`src/oaht_pkg.sv`:
```
`timescale 1ns / 1ps
package oaht_pkg;

    localparam int SLOTS      = 1024;
    localparam int IDX_W      = $clog2(SLOTS);
    localparam int CNT_W      = $clog2(SLOTS + 1);
    localparam int VALUE_BITS = 32;
    localparam int KEY_W      = 64;
    localparam int HASH_LAT   = 5;

    localparam logic [63:0] HASH_ADD = 64'h9e3779b97f4a7c15;
    localparam logic [63:0] HASH_M1  = 64'hbf58476d1ce4e5b9;
    localparam logic [63:0] HASH_M2  = 64'h94d049bb133111eb;

    localparam logic [1:0] OP_LOOKUP = 2'd0;
    localparam logic [1:0] OP_INSERT = 2'd1;
    localparam logic [1:0] OP_REMOVE = 2'd2;

    localparam logic [2:0] ST_OK        = 3'd0;
    localparam logic [2:0] ST_KEY_ZERO  = 3'd1;
    localparam logic [2:0] ST_NOT_FOUND = 3'd2;
    localparam logic [2:0] ST_PRESENT   = 3'd3;
    localparam logic [2:0] ST_FULL      = 3'd4;

    typedef enum logic [1:0] {
        TAG_EMPTY  = 2'd0,
        TAG_ACTIVE = 2'd1,
        TAG_TOMB   = 2'd2
    } tag_t;

    typedef struct packed {
        tag_t                  tag;
        logic [KEY_W-1:0]      key;
        logic [VALUE_BITS-1:0] payload;
    } entry_t;

    // why a probe ended
    typedef enum logic [1:0] {
        END_KEYZERO = 2'd0,
        END_MATCH   = 2'd1,
        END_EMPTY   = 2'd2,
        END_EXHAUST = 2'd3
    } end_t;

    typedef struct packed {
        logic clr_wr;
        logic load_in;
        logic set_home;
        logic rd;
        logic step;
        logic finish;
        end_t why;
    } cmd_t;

    typedef struct packed {
        logic clr_last;
        logic hash_done;
        logic key_zero;
        logic slot_empty;
        logic slot_match;
        logic last_probe;
        logic out_busy;
    } sts_t;

endpackage

```
`src/oaht_ctrl.sv`:
```
`timescale 1ns / 1ps
module oaht_ctrl (
    input  logic           aclk,
    input  logic           aresetn,
    input  logic           s_valid,
    output logic           s_ready,
    input  oaht_pkg::sts_t sts,
    output oaht_pkg::cmd_t cmd
);
    import oaht_pkg::*;

    typedef enum logic [5:0] {
        S_CLEAR  = 6'b000001,
        S_IDLE   = 6'b000010,
        S_HASH   = 6'b000100,
        S_READ   = 6'b001000,
        S_CHECK  = 6'b010000,
        S_FINISH = 6'b100000
    } state_t;

    state_t state_reg, state_next;
    end_t   why_reg, why_next;

    always_ff @(posedge aclk) begin
        if (!aresetn) begin
            state_reg <= S_CLEAR;
            why_reg   <= END_KEYZERO;
        end else begin
            state_reg <= state_next;
            why_reg   <= why_next;
        end
    end

    always_comb begin
        state_next = state_reg;
        why_next   = why_reg;
        cmd        = '0;
        cmd.why    = why_reg;
        unique case (state_reg)
            S_CLEAR: begin
                cmd.clr_wr = 1'b1;
                if (sts.clr_last) state_next = S_IDLE;
            end
            S_IDLE: begin
                if (s_valid) begin
                    cmd.load_in = 1'b1;
                    state_next  = S_HASH;
                end
            end
            S_HASH: begin
                if (sts.hash_done) begin
                    if (sts.key_zero) begin
                        why_next   = END_KEYZERO;
                        state_next = S_FINISH;
                    end else begin
                        cmd.set_home = 1'b1;
                        state_next   = S_READ;
                    end
                end
            end
            S_READ: begin
                cmd.rd     = 1'b1;
                state_next = S_CHECK;
            end
            S_CHECK: begin
                priority if (sts.slot_empty) begin
                    why_next   = END_EMPTY;
                    state_next = S_FINISH;
                end else if (sts.slot_match) begin
                    why_next   = END_MATCH;
                    state_next = S_FINISH;
                end else begin
                    cmd.step = 1'b1;
                    if (sts.last_probe) begin
                        why_next   = END_EXHAUST;
                        state_next = S_FINISH;
                    end else begin
                        state_next = S_READ;
                    end
                end
            end
            S_FINISH: begin
                if (!sts.out_busy) begin
                    cmd.finish = 1'b1;
                    state_next = S_IDLE;
                end
            end
            default: state_next = S_CLEAR;
        endcase
    end

    assign s_ready = (state_reg == S_IDLE);

endmodule

```
`config.mk`:
```
export PLATFORM = sky130hd
export DESIGN_NAME = oaht_ctrl
export DESIGN_NICKNAME = d
export VERILOG_FILES = /design/src/oaht_pkg.sv /design/src/oaht_ctrl.sv
export SDC_FILE = /design/constraint.sdc
export NUM_CORES = 1
export LEC_CHECK = 0
export BUFFER_PORTS_ARGS = -buffer_cell sky130_fd_sc_hd__buf_2
export CAP_MARGIN = 30
export CORE_UTILIZATION = 30
export CTS_BUF_LIST = sky130_fd_sc_hd__clkbuf_4
export CTS_CLUSTER_SIZE = 8
export DETAILED_ROUTE_END_ITERATION = 10
export PLACE_DENSITY_LB_ADDON = 0.15
export SKIP_LAST_GASP = 1
export SYNTH_ARGS = -nofsm -noshare
export SYNTH_HDL_FRONTEND = slang
export SYNTH_SLANG_ARGS = --single-unit
```
`constraint.sdc`:
```
create_clock -name aclk -period 2.36 [get_ports aclk]
set_clock_uncertainty 0.2 [all_clocks]
set_input_delay 0.472 -clock aclk [delete_from_list [all_inputs] [get_ports aclk]]
set_output_delay 0.472 -clock aclk [all_outputs]
set_load 0.05 [all_outputs]
```
== After elaboration in Yosys (flattened, before gate mapping) ==
Cells that the tools add are included.

* Bits in registers: 8
* Latch bits: 0
* RAM bits: 0
* Bits in read-only memories: 0
* Input bits: 10
* Output and inout port bits: 9
* Word-level logic and storage cells: 44
* Memories kept: 0

* Add/sub/neg operators: 0
* Multipliers: 0
* Divide/modulo/power cells: 0
* $lt $le $gt $ge: 0
* Equal/unequal tests: 12
* Shift operators: 0
* Mux-type cells: 27
* Bitwise gates (word level): 0
* Reductions and logical operators: 3

{| class="wikitable"
|+ Operators by type and width
! cell !! number
|-
| 6-bit two-way mux || 8
|-
| 6-bit case mux with 6 select lines || 1
|-
| 1-bit two-way mux || 12
|-
| 2-bit two-way mux || 5
|-
| 2-bit != test, second input constant || 5
|-
| 4-bit AND reduction || 2
|-
| 6-bit by 1-bit equality test with 1-bit output, second input constant || 1
|-
| 6-bit by 2-bit equality test with 1-bit output, second input constant || 1
|-
| 6-bit by 3-bit equality test with 1-bit output, second input constant || 1
|-
| 6-bit by 4-bit equality test with 1-bit output, second input constant || 1
|-
| 6-bit by 5-bit equality test with 1-bit output, second input constant || 1
|-
| 6-bit equality test, second input constant || 1
|-
| 4-bit != test, second input constant || 1
|-
| 2-bit case mux with 2 select lines || 1
|-
| 2-bit nonzero test || 1
|}

== Longest topological paths before layout ==
* Depth after elaboration: 4
* Depth in mapped cells: 5
* Gate-level depth less buffers: 4

== Worst setup path before layout ==
OpenSTA, ideal clock, no wires.

* Path type: reg-to-output
* Start: register state_reg[4]
* End: output cmd[6] (netlist name)
* Data arrival time: 2.774 ns
* Data required time: 1.688 ns
* Path slack: -1.086 ns
* Stages on the path, launching flop included: 6
* Buffers on the path: 1
* Cells stage by stage: dfxtp_1 -> clkbuf_1 -> or4_1 -> nor3b_1 -> nand2_1 -> inv_1

{| class="wikitable"
|+ RTL lines
! what !! RTL line !! text
|-
| from (decl) || oaht_ctrl.sv:21 || <nowiki>state_t state_reg, state_next;</nowiki>
|-
| from (signal assigned) || oaht_ctrl.sv:29 || <nowiki>state_reg <= state_next;</nowiki>
|-
| to (decl) || oaht_ctrl.sv:8 || <nowiki>output oaht_pkg::cmd_t cmd</nowiki>
|}

==> metrics <==
number of antenna violations at the first check in global routing 0; CP Cell Sequence or4_4 -> or3b_4 -> nor3_4 -> buf_6; fraction of final layout cells with drive strength greater than 1 45.7%; antenna diode count 0; count of endpoints failing hold in the final timing report 0; global-route wire length before repair 2290 um; worst hold-check path type reg -> reg; cells taking the most area after synthesis dfxtp_1 31%, nor3b_1 7.2%, nor3_1 4.8%, inv_1 4.3%, nor2_1 3.6%; combinational family with the most area after synthesis simple AND/OR/NAND/NOR gates; Tcrit/Tclk final 105%; length of routed wiring on met1 711 um; flip-flop count of the largest register after layout 6; clock tree from TritonCTS yes; dpl ws 0.0605 ns; portion of the post-synthesis area used by sequential elements 30.7%; worst setup path class reg -> out; endpoint class of the critical path primary output; starting utilization of the core area 33.5%; HP Start why_reg[1]; most numerous cell in the Yosys netlist dfxtp_1; Crit path largest cell delay 0.53 ns; Synth Area in XOR/XNOR 1.68%; fmax 402 MHz; iteration count of the initial detailed-routing pass 9; transition time at the pin with the least slew margin 0.491 ns; pin count of the biggest net entering global routing 10; Residual DRC 1; Setup-failing EPs final 2; minimum period implied by the final worst setup slack 2.49 ns; number of H-tree branching levels 1; minimum setup slack in the final design -0.128 ns; number of rows created at floorplan 14; worst hold path endpoint why_reg[1]; Max-Cap Viols 0; share of flip-flops with an asynchronous set or reset after synthesis 0%; Warnings, synthesis 0; top cell type's share of synthesized area 30.7%; Max stage delay cell, worst path or4_4; arrival time of the worst setup path 1.82 ns; total global routing overflow 0; routability congestion estimate 0.782; Max VDD drop 0.000585 V; number of top-level design ports 19; most frequent cells after synthesis 8 x dfxtp_1, 6 x inv_1, 5 x nor2_1, 5 x nor3_1, 5 x nor3b_1; number of distinct standard cells referenced by the synthesized netlist 34; Max Buffers Root-to-Sink 2; status finished with violations; Slew headroom 67.0%; Pleak 0.380 nW; hold depth 2; horizontal die dimension 43.7 um; endpoint required time on the critical path 1.69 ns; height of the die 43.7 um; synthesized-area fraction occupied by ao, oa, aoi and oai cells 18.2%; Syn Area/Cell 8.15 sq um; Post-Syn Instances 64; Crit Reg-Reg Startpoint state_reg[5]; total CTS buffers 3; sum of met2 wire segment lengths after detailed routing 669 um; mux cell area share after synthesis 0%; RR Endpoint state_reg[1]; Buffers & Inverters on Critical Path 1; clk sinks 8; total cell area at the placement stage 719 sq um; # port buffers 18; area grow syn2layout 55.4%; CP max FO 3; DR iter-0 viols 15; DR WL/cell 13.4 um; post-synthesis sequential element count 8; post-DP HPWL 1060 um; nets@finish 106; average via count per standard cell 5.65; PD cells 652 nW/um^2; fraction of the mapped netlist area in adder cells 0%; final standard cell area without fillers 811 sq um; Pwr Total 0.000528 W; worst reg-to-reg path cell count 5; routed length on met3 65 um; register clock-pin slew on the reported worst setup and hold paths 0.06 ns; area of the placeable core 1560 sq um; total global-route track usage 16.7%; top_reg_cell synth dfxtp_1; CTS Hold Bufs 0; max layer used met4; number of routed nets with antenna violations 0; Worst path top cell family by delay simple AND/OR/NAND/NOR gates; Synth Net Count 74; register-to-register setup slack 0.29 ns; Synth Cell Area 522 sq um; unrepaired setup endpoints after global routing yes; max-slew violations 0; total vias in the final route 621; latest clock arrival within the worst-skew pair 0.26 ns; Synth area leader dfxtp_1; sum of routed wire length over all layers 1470 um; vias in the first global route 484; area share of and/or/nand/nor cells after synthesis 43.6%; clock root cell clkbuf_4; Startpoint Class flip-flop; failing checks design-rule violations, negative setup slack; count of flip-flops with a built-in enable after synthesis 0; Die Area 1910 sq um
-- report_power, final --
part	internal (W)	total [W]	switching [W]	leakage, nW
Combinational	0.000126	0.000260	0.000133	0.300
Clock	0.0000584	0.000108	0.0000492	0.0138
Sequential	0.000146	0.000161	0.0000153	0.0663
-- routing by layer --
metal / global-route usage (%) / vias to the layer above
li1: - / 309
met1: 22.6 / 294
met2: 23.6 / 13
met3: 6.25 / 5
met4: 7.50 / 0
met5: 0 / -
-- repair_timing --
action,CTS,global route
setup buffers,1,1
endpoints found under the setup margin,5,6
hold endpoints to repair,0,0
gates resized for setup,9,7
pin swaps,2,4
-- per-stage QoR --
stage / util [%] / TNS (ns) / hold slack (ns) / instances
after floorplan: - / -0.409 / 0.305 / 64
after detailed placement: 46.1 / 0 / 0.247 / 105
after global routing: 52.0 / -0.283 / 0.261 / 110
after CTS: 50.1 / -0.140 / 0.261 / 109
after global placement: 46.1 / 0 / 0.242 / 105
final: 52.0 / -0.132 / 0.263 / 110
-- worst max-delay path by stage --
stage	start	to	slack [ns]	cells after the start
after global routing	state_reg[5]	cmd[3]	-0.19	4
after global placement	state_reg[5]	cmd[3]	0.08	4
after detailed placement	state_reg[5]	cmd[3]	0.06	4
after floorplan	state_reg[4]	cmd[6]	-0.35	5
after CTS	state_reg[5]	cmd[3]	-0.14	4
final	state_reg[5]	cmd[3]	-0.13	4
-- worst min-delay path: stages, from the launching register on --
cell	delay, ns
dfxtp_1	0.30
nand2_1	0.05
o22ai_1	0.06
-- layout make-up --
class	instances	area [sq um]
Tap cell	16	20.0
Inverter	6	22.5
Fill cell	151	748
Multi-Input combinational cell	48	382
Timing Repair Buffer	29	199
Clock buffer	3	22.5
Sequential cell	8	165
-- cells in the final DEF (no fill, tap or decap), drive strengths merged --
cell type and instances:
buf 27, dfxtp 8, inv 6, nor2 5, clkbuf 5, nor3 5
nor3b 5, nand3 3, or4 2, nand2 2, o22ai 2, nor4b 2
or3b 1, nor4 1, nand3b 1, and2 1, and3 1, xnor2 1
o31a 1, or4b 1, o311ai 1, and3b 1, o21ai 1, nand4 1
a22oi 1, nand2b 1, nand4b 1, a21oi 1, a221oi 1, a32oi 1
o211a 1, a31oi 1, and4b 1, o21a 1
-- logic make-up (layout without fill, tap and decap cells) --
kind of cell              after synthesis  count (layout)
and+or+nand+nor                        35              35
AOI/OAI and AO/OA                      12              12
DFF                                     8               8
buffers and inverters                   8              38
xor gates and xnor gates                1               1
Note: power is estimated with default switching activity, not from simulation.
